<file path="src/sv/ice_pkg.sv">
`timescale 1ns / 1ps
// Shared types and constants of the ICMP echo checksum block.
// No dependencies; used by every module of the block.
package ice_pkg;

  localparam int MAX_PAYLOAD = 1024;
  localparam int CNT_W       = $clog2(MAX_PAYLOAD + 2);

  localparam logic [15:0] TYPE_CODE_WORD = 16'h0008;
  localparam logic [15:0] ID_RESET       = 16'h0125;

  localparam int CFG_ADDR_W = 3;
  localparam logic [CFG_ADDR_W-1:0] REG_ECHO_ID = 3'd0;

  typedef struct packed {
    logic [7:0] payload_byte;
    logic       byte_present;
    logic       is_last;
  } item_t;

  typedef struct packed {
    logic [15:0] checksum_word;
    logic [15:0] sequence_used;
    logic        too_long;
  } result_t;

  // add with end-around carry, inputs already folded to 16 bits
  function automatic logic [15:0] oc_add(input logic [15:0] a, input logic [15:0] b);
    logic [16:0] t;
    t = {1'b0, a} + {1'b0, b};
    oc_add = t[15:0] + {15'd0, t[16]};
  endfunction

endpackage

</file>
<file path="src/sv/icmp_echo_checksum.sv">
`timescale 1ns / 1ps
// Top level of the ICMP echo checksum block: register port and the two stages.
// Depends on ice_pkg, ice_in_stage and ice_accum.
//
// Takes one payload byte per beat and emits one result beat per packet, on the
// beat marked last. A new beat is taken every cycle; each byte pair adds one
// word to the running sum, and the close folds payload and header words in one
// pass, so the only wait comes from a result still stalled in the output
// register when the next packet's last beat is ready. The result is registered
// when the last beat leaves the input register. A packet over 1024 bytes
// returns too_long with a zero checksum and leaves the sequence number as is.
// The identifier register sits at byte address 0 and resets to 0x125.
module icmp_echo_checksum (
  input  logic                          clk,
  input  logic                          rst_n,
  input  logic                          in_valid,
  output logic                          in_stall,
  input  logic [7:0]                    in_payload_byte,
  input  logic                          in_byte_present,
  input  logic                          in_is_last,
  output logic                          out_valid,
  input  logic                          out_stall,
  output logic [15:0]                   out_checksum_word,
  output logic [15:0]                   out_sequence_used,
  output logic                          out_too_long,
  input  logic                          cfg_psel,
  input  logic                          cfg_penable,
  input  logic                          cfg_pwrite,
  input  logic [ice_pkg::CFG_ADDR_W-1:0] cfg_paddr,
  input  logic [31:0]                   cfg_pwdata,
  output logic [31:0]                   cfg_prdata,
  output logic                          cfg_pready
);

  logic [15:0]      echo_id_r;
  ice_pkg::item_t   in_item;
  ice_pkg::item_t   item;
  ice_pkg::result_t result;
  logic             item_vld;
  logic             consume;

  assign cfg_pready = 1'b1;
  assign cfg_prdata = (cfg_paddr == ice_pkg::REG_ECHO_ID) ? {16'd0, echo_id_r} : 32'd0;

  always_ff @(posedge clk) begin
    if (!rst_n) begin
      echo_id_r <= ice_pkg::ID_RESET;
    end else if (cfg_psel && cfg_penable && cfg_pwrite && cfg_pready
                 && cfg_paddr == ice_pkg::REG_ECHO_ID) begin
      echo_id_r <= cfg_pwdata[15:0];
    end
  end

  assign in_item.payload_byte = in_payload_byte;
  assign in_item.byte_present = in_byte_present;
  assign in_item.is_last      = in_is_last;

  ice_in_stage u_in (
    .clk      (clk),
    .rst_n    (rst_n),
    .in_valid (in_valid),
    .in_stall (in_stall),
    .in_item  (in_item),
    .item_vld (item_vld),
    .item     (item),
    .consume  (consume)
  );

  ice_accum u_accum (
    .clk       (clk),
    .rst_n     (rst_n),
    .item_vld  (item_vld),
    .item      (item),
    .consume   (consume),
    .echo_id   (echo_id_r),
    .out_valid (out_valid),
    .out_stall (out_stall),
    .result    (result)
  );

  assign out_checksum_word = result.checksum_word;
  assign out_sequence_used = result.sequence_used;
  assign out_too_long      = result.too_long;

endmodule

</file>
<file path="src/sv/ice_in_stage.sv">
`timescale 1ns / 1ps
// Input register of the ICMP echo checksum block.
// Holds one accepted beat until the checksum stage consumes it; uses ice_pkg.
module ice_in_stage (
  input  logic          clk,
  input  logic          rst_n,
  input  logic          in_valid,
  output logic          in_stall,
  input  ice_pkg::item_t in_item,
  output logic          item_vld,
  output ice_pkg::item_t item,
  input  logic          consume
);

  logic           item_vld_r;
  ice_pkg::item_t item_r;

  assign in_stall = item_vld_r && !consume;
  assign item_vld = item_vld_r;
  assign item     = item_r;

  always_ff @(posedge clk) begin
    if (!rst_n) begin
      item_vld_r <= 1'b0;
    end else if (!in_stall) begin
      item_vld_r <= in_valid;
    end
  end

  always_ff @(posedge clk) begin
    if (!in_stall && in_valid) begin
      item_r <= in_item;
    end
  end

endmodule

</file>
<file path="src/sv/ice_accum.sv">
`timescale 1ns / 1ps
// Running ones' complement sum, packet close and result register.
// Depends on ice_pkg; fed by ice_in_stage.
module ice_accum (
  input  logic             clk,
  input  logic             rst_n,
  input  logic             item_vld,
  input  ice_pkg::item_t   item,
  output logic             consume,
  input  logic [15:0]      echo_id,
  output logic             out_valid,
  input  logic             out_stall,
  output ice_pkg::result_t result
);

  logic [15:0]              sum_r, sum_nxt;
  logic [7:0]               held_r, held_nxt;
  logic                     odd_r, odd_nxt;
  logic [ice_pkg::CNT_W-1:0] cnt_r, cnt_nxt, cnt_inc;
  logic [15:0]              seq_r, seq_nxt;
  logic                     out_valid_r, out_valid_nxt;
  ice_pkg::result_t         res_r;

  logic        take_byte;
  logic        pairing;
  logic        too_long;
  logic        close_pkt;
  logic [15:0] pair_word;
  logic [15:0] extra_word;
  logic [18:0] total;
  logic [16:0] fold1;
  logic [15:0] fold2;

  assign consume   = item_vld && !(item.is_last && out_valid_r && out_stall);
  assign close_pkt = consume && item.is_last;

  always_comb begin
    cnt_inc = cnt_r;
    if (item.byte_present && (cnt_r <= ice_pkg::CNT_W'(ice_pkg::MAX_PAYLOAD))) begin
      cnt_inc = cnt_r + 1'b1;
    end
    take_byte = item.byte_present && (cnt_inc <= ice_pkg::CNT_W'(ice_pkg::MAX_PAYLOAD));
    too_long  = cnt_inc > ice_pkg::CNT_W'(ice_pkg::MAX_PAYLOAD);
    pairing   = take_byte && odd_r;
    pair_word = {item.payload_byte, held_r};

    extra_word = 16'd0;
    if (pairing) begin
      extra_word = pair_word;
    end else if (take_byte) begin
      extra_word = {8'd0, item.payload_byte};
    end else if (odd_r) begin
      extra_word = {8'd0, held_r};
    end
    total = {3'd0, sum_r} + {3'd0, extra_word} + {3'd0, ice_pkg::TYPE_CODE_WORD}
          + {3'd0, echo_id} + {3'd0, seq_r};
    fold1 = {1'b0, total[15:0]} + {14'd0, total[18:16]};
    fold2 = fold1[15:0] + {15'd0, fold1[16]};
  end

  always_comb begin
    sum_nxt  = sum_r;
    held_nxt = held_r;
    odd_nxt  = odd_r;
    cnt_nxt  = cnt_r;
    seq_nxt  = seq_r;
    if (consume) begin
      cnt_nxt = cnt_inc;
      if (pairing) begin
        sum_nxt  = ice_pkg::oc_add(sum_r, pair_word);
        held_nxt = 8'd0;
        odd_nxt  = 1'b0;
      end else if (take_byte) begin
        held_nxt = item.payload_byte;
        odd_nxt  = 1'b1;
      end
      if (item.is_last) begin
        sum_nxt  = 16'd0;
        held_nxt = 8'd0;
        odd_nxt  = 1'b0;
        cnt_nxt  = '0;
        if (!too_long) begin
          seq_nxt = seq_r + 16'd1;
        end
      end
    end
  end

  always_comb begin
    out_valid_nxt = out_valid_r;
    if (close_pkt) begin
      out_valid_nxt = 1'b1;
    end else if (!out_stall) begin
      out_valid_nxt = 1'b0;
    end
  end

  always_ff @(posedge clk) begin
    if (!rst_n) begin
      sum_r       <= 16'd0;
      held_r      <= 8'd0;
      odd_r       <= 1'b0;
      cnt_r       <= '0;
      seq_r       <= 16'd0;
      out_valid_r <= 1'b0;
    end else begin
      sum_r       <= sum_nxt;
      held_r      <= held_nxt;
      odd_r       <= odd_nxt;
      cnt_r       <= cnt_nxt;
      seq_r       <= seq_nxt;
      out_valid_r <= out_valid_nxt;
    end
  end

  always_ff @(posedge clk) begin
    if (close_pkt) begin
      res_r.checksum_word <= too_long ? 16'd0 : ~fold2;
      res_r.sequence_used <= seq_r;
      res_r.too_long      <= too_long;
    end
  end

  assign out_valid = out_valid_r;
  assign result    = res_r;

  a_close_sets_out: assert property (@(posedge clk) disable iff (!rst_n)
    close_pkt |=> out_valid_r)
    else $error("closed packet did not raise a result");

  a_seq_step: assert property (@(posedge clk) disable iff (!rst_n)
    (close_pkt && !too_long) |=> (seq_r == $past(seq_r) + 16'd1))
    else $error("sequence did not advance after a good packet");

  a_seq_hold: assert property (@(posedge clk) disable iff (!rst_n)
    (close_pkt && too_long) |=> $stable(seq_r))
    else $error("sequence moved after a rejected packet");

  a_clear: assert property (@(posedge clk) disable iff (!rst_n)
    close_pkt |=> (cnt_r == '0 && !odd_r && sum_r == 16'd0))
    else $error("packet state not cleared at packet end");

  a_cnt_bound: assert property (@(posedge clk) disable iff (!rst_n)
    cnt_r <= ice_pkg::CNT_W'(ice_pkg::MAX_PAYLOAD + 1))
    else $error("byte count beyond saturation");

endmodule
</file>
<file path="config.mk">
export PLATFORM = sky130hd
export DESIGN_NAME = icmp_echo_checksum
export DESIGN_NICKNAME = d
export VERILOG_FILES = /design/src/sv/ice_pkg.sv /design/src/sv/icmp_echo_checksum.sv /design/src/sv/ice_in_stage.sv /design/src/sv/ice_accum.sv
export SDC_FILE = /design/constraint.sdc
export NUM_CORES = 1
export LEC_CHECK = 0
export CAP_MARGIN = 40
export CORE_AREA = 2 2 118 120
export CTS_CLUSTER_DIAMETER = 120
export DETAILED_ROUTE_END_ITERATION = 16
export DIE_AREA = 0 0 120 122
export DONT_BUFFER_PORTS = 1
export PLACE_DENSITY = 0.84
export SLEW_MARGIN = 20
export SYNTH_ARGS = -nofsm -noshare
export SYNTH_HDL_FRONTEND = slang
export SYNTH_HIERARCHICAL = 1
export SYNTH_SLANG_ARGS = --single-unit
</file>
<file path="constraint.sdc">
create_clock -name clk -period 12.2 [get_ports clk]
set_input_delay 0 -clock clk [delete_from_list [all_inputs] [get_ports clk]]
set_output_delay 0 -clock clk [all_outputs]
set_load 0.03 [all_outputs]
</file>
# Word-level counts from Yosys, hierarchy flattened
# Cells that the tools add are included.
[op_classes]
add_sub_neg = 10
multipliers = 0
div = 0
n_lt_le_gt_ge = 3
eq_ne = 1
shifts = 0
muxes = 16
n_bitwise = 2
reduce_logical = 21
[ops]
columns = ["op", "n"]
rows = [
  ["$mux 16", 5],
  ["$add 19x16->19", 2],
  ["$add 16x16->17", 2],
  ["$add 16x1->16", 2],
  ["$mux 8", 4],
  ["$le 11x11->1 const B", 2],
  ["$mux 11", 2],
  ["$add 19x4->19 const B", 1],
  ["$add 16x3->17", 1],
  ["$add 16x1->16 const B", 1],
  ["$not 16->16", 1],
  ["$logic_and 1x1->1", 12],
  ["$add 11x1->11 const B", 1],
  ["$gt 11x11->1 const B", 1],
  ["$mux 1", 5],
  ["$reduce_and 2->1", 2],
  ["$logic_not 1->1", 3],
  ["$logic_not 3->1", 1],
  ["$reduce_and 3->1", 1],
  ["$reduce_bool 3->1", 1],
  ["$ne 2x1->1 const B", 1],
  ["$reduce_bool 2->1", 1],
  ["$not 1->1", 1],
]
[word_totals]
ff_bits = 113
latchBits = 0
mem_bits_rw = 0
mem_bits_ro = 0
in_bits = 52
output_inout_bits = 68
mem_count = 0

# Logic depth before layout (Yosys ltp)
[depth]
word_depth = 14
mapped_depth = 44

# Modules after synthesis
# The synthesis kept the hierarchy.
[by_module_without_submodules]
columns = ["module", "n_inst", "cells_each", "area_per_inst_um2", "seq_area_each_um2"]
rows = [
  ["ice_accum", 1, 825, 7190.6, 2052.0],
  ["icmp_echo_checksum", 1, 109, 918.4, 320.3],
  ["ice_in_stage", 1, 14, 347.8, 320.3],
]

# Worst setup path before layout
# OpenSTA, ideal clock, no wires.
[synth_timing]
path_kind = "register to register"
startpoint = "reg u_accum/cnt_r[0] (netlist name)"
endpoint = "reg u_accum.res_r, in the netlist u_accum/result[32], data pin"
arrival_time_ps = 8498
required_ps = 11934
path_slack_ps = 3437
path_stages_with_launch = 42
n_path_buf = 0
cell_sequence = "dfxtp_1 > inv_1 > ha_1 > or3b_2 > o31a_1 > nand2b_4 > o31ai_2 > a41oi_2 > nor2_1 > nand2_1 > nor2_1 > a21oi_1 > fa_1 > fa_1 > inv_1 > ha_1 > a21o_1 > and4_1 > [... 6 more ...] > xor2_1 > inv_1 > fa_1 > nand2b_1 > a211oi_1 > nand3_1 > nor2_1 > and3_1 > ha_1 > nor2b_1 > nand2_1 > nor3_1 > and3_1 > o21ai_0 > a221oi_1 > a31oi_1 > xnor2_1 > nor2_1"
[synth_between]
elab_chain_len = 14
[synth_rtl]
columns = ["item", "line", "rtl"]
rows = [
  ["start, declared", "ice_accum.sv:19", "logic [ice_pkg::CNT_W-1:0] cnt_r, cnt_nxt, cnt_inc;"],
  ["start signal, assigned", "ice_accum.sv:110", "cnt_r <= cnt_nxt;"],
  ["$le 11x11->1", "ice_accum.sv:39", "if (item.byte_present && (cnt_r <= ice_pkg::CNT_W'(ice_pkg::MAX_PAYLOAD))) begin"],
  ["$logic_and 1x1->1", "ice_accum.sv:39", ""],
  ["$mux 11 *", "ice_accum.sv:39", ""],
  ["$le 11x11->1", "ice_accum.sv:42", "take_byte = item.byte_present && (cnt_inc <= ice_pkg::CNT_W'(ice_pkg::MAX_PAYLOAD));"],
  ["$logic_and 1x1->1", "ice_accum.sv:42", ""],
  ["$mux 16 / $logic_and 1x1->1 (equally long branches)", "ice_accum.sv:50, ice_accum.sv:44", ""],
  ["$mux 16", "ice_accum.sv:48", "if (pairing) begin"],
  ["$add 16x16->17", "ice_accum.sv:55", "total = {3'd0, sum_r} + {3'd0, extra_word} + {3'd0, ice_pkg::TYPE_CODE_WORD}"],
  ["$add 19x4->19", "ice_accum.sv:55", ""],
  ["$add 19x16->19 (2 in a row)", "ice_accum.sv:56", "+ {3'd0, echo_id} + {3'd0, seq_r};"],
  ["$add 16x3->17", "ice_accum.sv:57", "fold1 = {1'b0, total[15:0]} + {14'd0, total[18:16]};"],
  ["$add 16x1->16", "ice_accum.sv:58", "fold2 = fold1[15:0] + {15'd0, fold1[16]};"],
  ["$not 16->16", "ice_accum.sv:118", "res_r.checksum_word <= too_long ? 16'd0 : ~fold2;"],
  ["end, declared", "ice_accum.sv:22", "ice_pkg::result_t res_r;"],
]
# Every way passes the cells marked *; elsewhere a longest branch is shown, timed or not.
# A chain may end at the register's enable or synchronous reset.

# Worst setup path in the final report
# Ends and elaborated chain as after synthesis.

==> out/metrics.csv <==
stage,metric,value,unit
setup_path,critPathCaptureType,flip-flop,
placement,dp.cells,1097,
detailed_routing,drt_iter0_markers,696,
yosys,synth-simple-area-share,21.2,%
global_route,antenna_found_initial,0,
detailed_routing,top_layer,met4,
placement,portBuffers,0,
clock_network,holdBufCountCts,36,
final_layout,final_area,0.00951,mm²
power_and_ir_drop,vdd_drop_max,106,µV
sta,clock-skew-final,0.00714,ns
sta,finalSetupTns,0,ns
floorplan,coreArea,0.0135,mm²
setup_path,startpoint_type,flip-flop,
yosys,synthCells,948,
floorplan,die_h,122,µm
yosys,yosys_register_bits,113,
yosys,syn_area_per_cell,8.92,µm²
detailed_routing,dr_wl_met2,9680,µm
setup_path,arrival,10.73,ns
detailed_routing,wl_met3,1200,µm
floorplan,die_w,120,µm
sta,holdWs,0.0315,ns
final_layout,layout_commonest_cell,nand2_1,
power_and_ir_drop,p_per_area,114,mW/mm²
clock_network,clk_path_buf_depth,2,
detailed_routing,drc,0,
clock_network,htreeDepth,4,
clock_network,cts_made_buffers,17,
final_layout,mostFrequentLayoutCells,"nand2_1, inv_1, dfxtp_1, nor2_1, ha_1",
global_route,grt_pass1_wl,31800,µm
sta,fin_crit,10.56,ns
detailed_routing,firstDrtPassIters,6,
setup_path,crit_type,reg2reg,
global_route,grt_max_degree,75,
placement,gp_congestion,0.964,
final_layout,layout.nets,1118,
flow_run,drv_cap,0,
sta,fin_crit_sh,86.5,%
sta,setup_viol,0,
floorplan,ioPinCount,120,
clock_network,clk_latency,0.43,ns
global_route,grt_pass1_vias,6492,
yosys,synth_compound_area_share,15.0,%
final_layout,finalNonFillerCells,1167,
clock_network,cts_resized,0,
sta,tightest_slew,0.846,ns
detailed_routing,vias,6999,
global_route,grt_usage,28.1,%
placement,placed_cell_area,0.00849,mm²
yosys,synth_edf_count,43,
detailed_routing,routedLengthMet1,8280,µm
clock_network,post_cts_buffers,0,
sta,finalHoldViolations,0,
yosys,yosys.area_share.xor_xnor,7.04,%
yosys,synth.distinct_cells,75,
setup_path,slowest_stage,a211oi_1,
yosys,ys.warnings.count,6,
run_status,status,"finished, final reports clean",
sta,drv_slew,0,
setup_path,path_common_cell,ha_1,
yosys,ys_seq_area_share,31.8,%
power_and_ir_drop,p_total,0.00108,W
detailed_routing,totalWireLength,20000,µm
yosys,synth_adder_area_share,16.6,%
sta,slew_headroom,43.2,%
clock_network,cts.clk_slew.worst_paths,0.06,ns
yosys,synthArstFlopShare,0,%
yosys,muxShareOfSynthArea,1.54,%
placement,place_hpwl,14400,µm
final_layout,drive_above_1_share,5.47,%
clock_network,cts_sinks,113,
floorplan,initial_utilization,62.6,%
power_and_ir_drop,p_leak,3.97,nW
yosys,netlist_area,0.00846,mm²
clock_network,cts_tree,yes,
setup_path,critPathMaxStageDelay,0.73,ns
floorplan,rows,43,
setup_path,path_buf_inv,4,
yosys,synthFlopType,dfxtp_1,
setup_path,crit_family,simple AND/OR/NAND/NOR gates,
worst_hold_path,min_path_type,in2reg,
detailed_routing,viasPerCell,6.00,
global_route,grt-ovfl-total,0,
sta,rsz0062_at_grt,no,
final_layout,area_growth,12.4,%
clock_network,clockRootBuffer,clkbuf_16,
setup_path,critPathRequiredTime,12.37,ns
sta,max_freq,0.0947,GHz
final_layout,antennaDiodeCount,0,
detailed_routing,wire_per_inst,17.1,µm
floorplan,die_area,0.0146,mm²
yosys,synth_top_family_by_area,simple AND/OR/NAND/NOR gates,
detailed_routing,drtAntennaViolNets,0,
setup_path,cp_max_fo,10,
-- layer usage --
layer	track usage, %	vias to the layer above
met5	0	-
met4	14.9	0
met3	6.27	63
met2	46.1	308
met1	34.5	3286
li1	-	3342
-- state kept, by name, indices dropped and copies added, names as in the netlist --
name / cells
echo_id_r: 16
u_accum/out_valid: 1
u_accum/seq_r: 16
u_in/item_vld: 1
u_accum/odd_r: 1
u_in/item: 10
u_accum/held_r: 8
u_accum/result: 33
u_accum/sum_r: 16
u_accum/cnt_r: 11
-- Yosys cell counts (9+ instances only) --
master | count | share of area, %
nand2_1 | 88 | 3.9
dfxtp_1 | 70 | 17
inv_1 | 70 | 3.1
nor2_1 | 59 | 2.6
ha_1 | 58 | 8.6
a21oi_1 | 51 | 3.0
o21ai_0 | 44 | 2.6
edfxtp_1 | 43 | 15
xnor2_1 | 39 | 4.0
and2_1 | 38 | 2.8
fa_1 | 34 | 8.0
xor2_1 | 29 | 3.0
nand3_1 | 26 | 1.5
clkbuf_1 | 24 | 1.1
nor2b_1 | 24 | 1.8
nor3_1 | 23 | 1.4
a21o_1 | 19 | 1.7
buf_4 | 17 | 1.5
nand4_1 | 16 | 1.2
mux2i_1 | 13 | 1.5
and3_1 | 12 | 0.89
nand2b_1 | 9 | 0.67
or3_1 | 9 | 0.67
-- final timing paths --
kind	startpoint	to	slack, ns	depth (start not counted)
worst max-delay path	u_accum/cnt_r[0]$_SDFFE_PN0P_	u_accum/result[32]$_SDFFCE_PP0P_	1.64	44
worst min-delay path	in_valid	u_in/item[0]$_DFFE_PP_	0.03	1
worst max register to register	u_accum/cnt_r[0]$_SDFFE_PN0P_	u_accum/result[32]$_SDFFCE_PP0P_	1.64	44
worst min register to register	echo_id_r[3]$_SDFFE_PN0P_	echo_id_r[3]$_SDFFE_PN0P_	0.48	2
-- cell type report --
cell class	count	area [µm²]
Sequential cell	113	2690
Fill cell	978	4000
Tap cell	180	225
Inverter	71	267
Timing Repair Buffer	44	445
Multi-Input combinational cell	727	5260
Clock buffer	18	429
Clock inverter	14	186
-- kinds of logic after synthesis --
kind of cell	Yosys count
compound gates	195
mux	13
buf+inv	123
flops	113
simple gates	342
other cells	2
fa+ha+maj	92
xor+xnor	68
-- stage by stage --
| step | util (%) | setup slack (ns) |
|---|---|---|
| floorplan | - | 3.44 |
| finish | 70.4 | 1.64 |
| CTS | 70.2 | 1.88 |
| detailed placement | 62.9 | 1.92 |
| global placement | 62.7 | 1.71 |
| global route | 70.4 | 0.875 |
-- power breakdown --
group	switching (W)	leakage, nW	internal, W
clock network	0.000182	0.298	0.000340
registers	0.0000198	0.946	0.000405
logic	0.0000854	2.72	0.0000527
total	0.000287	3.97	0.000798
(Power assumes the default switching activity.)
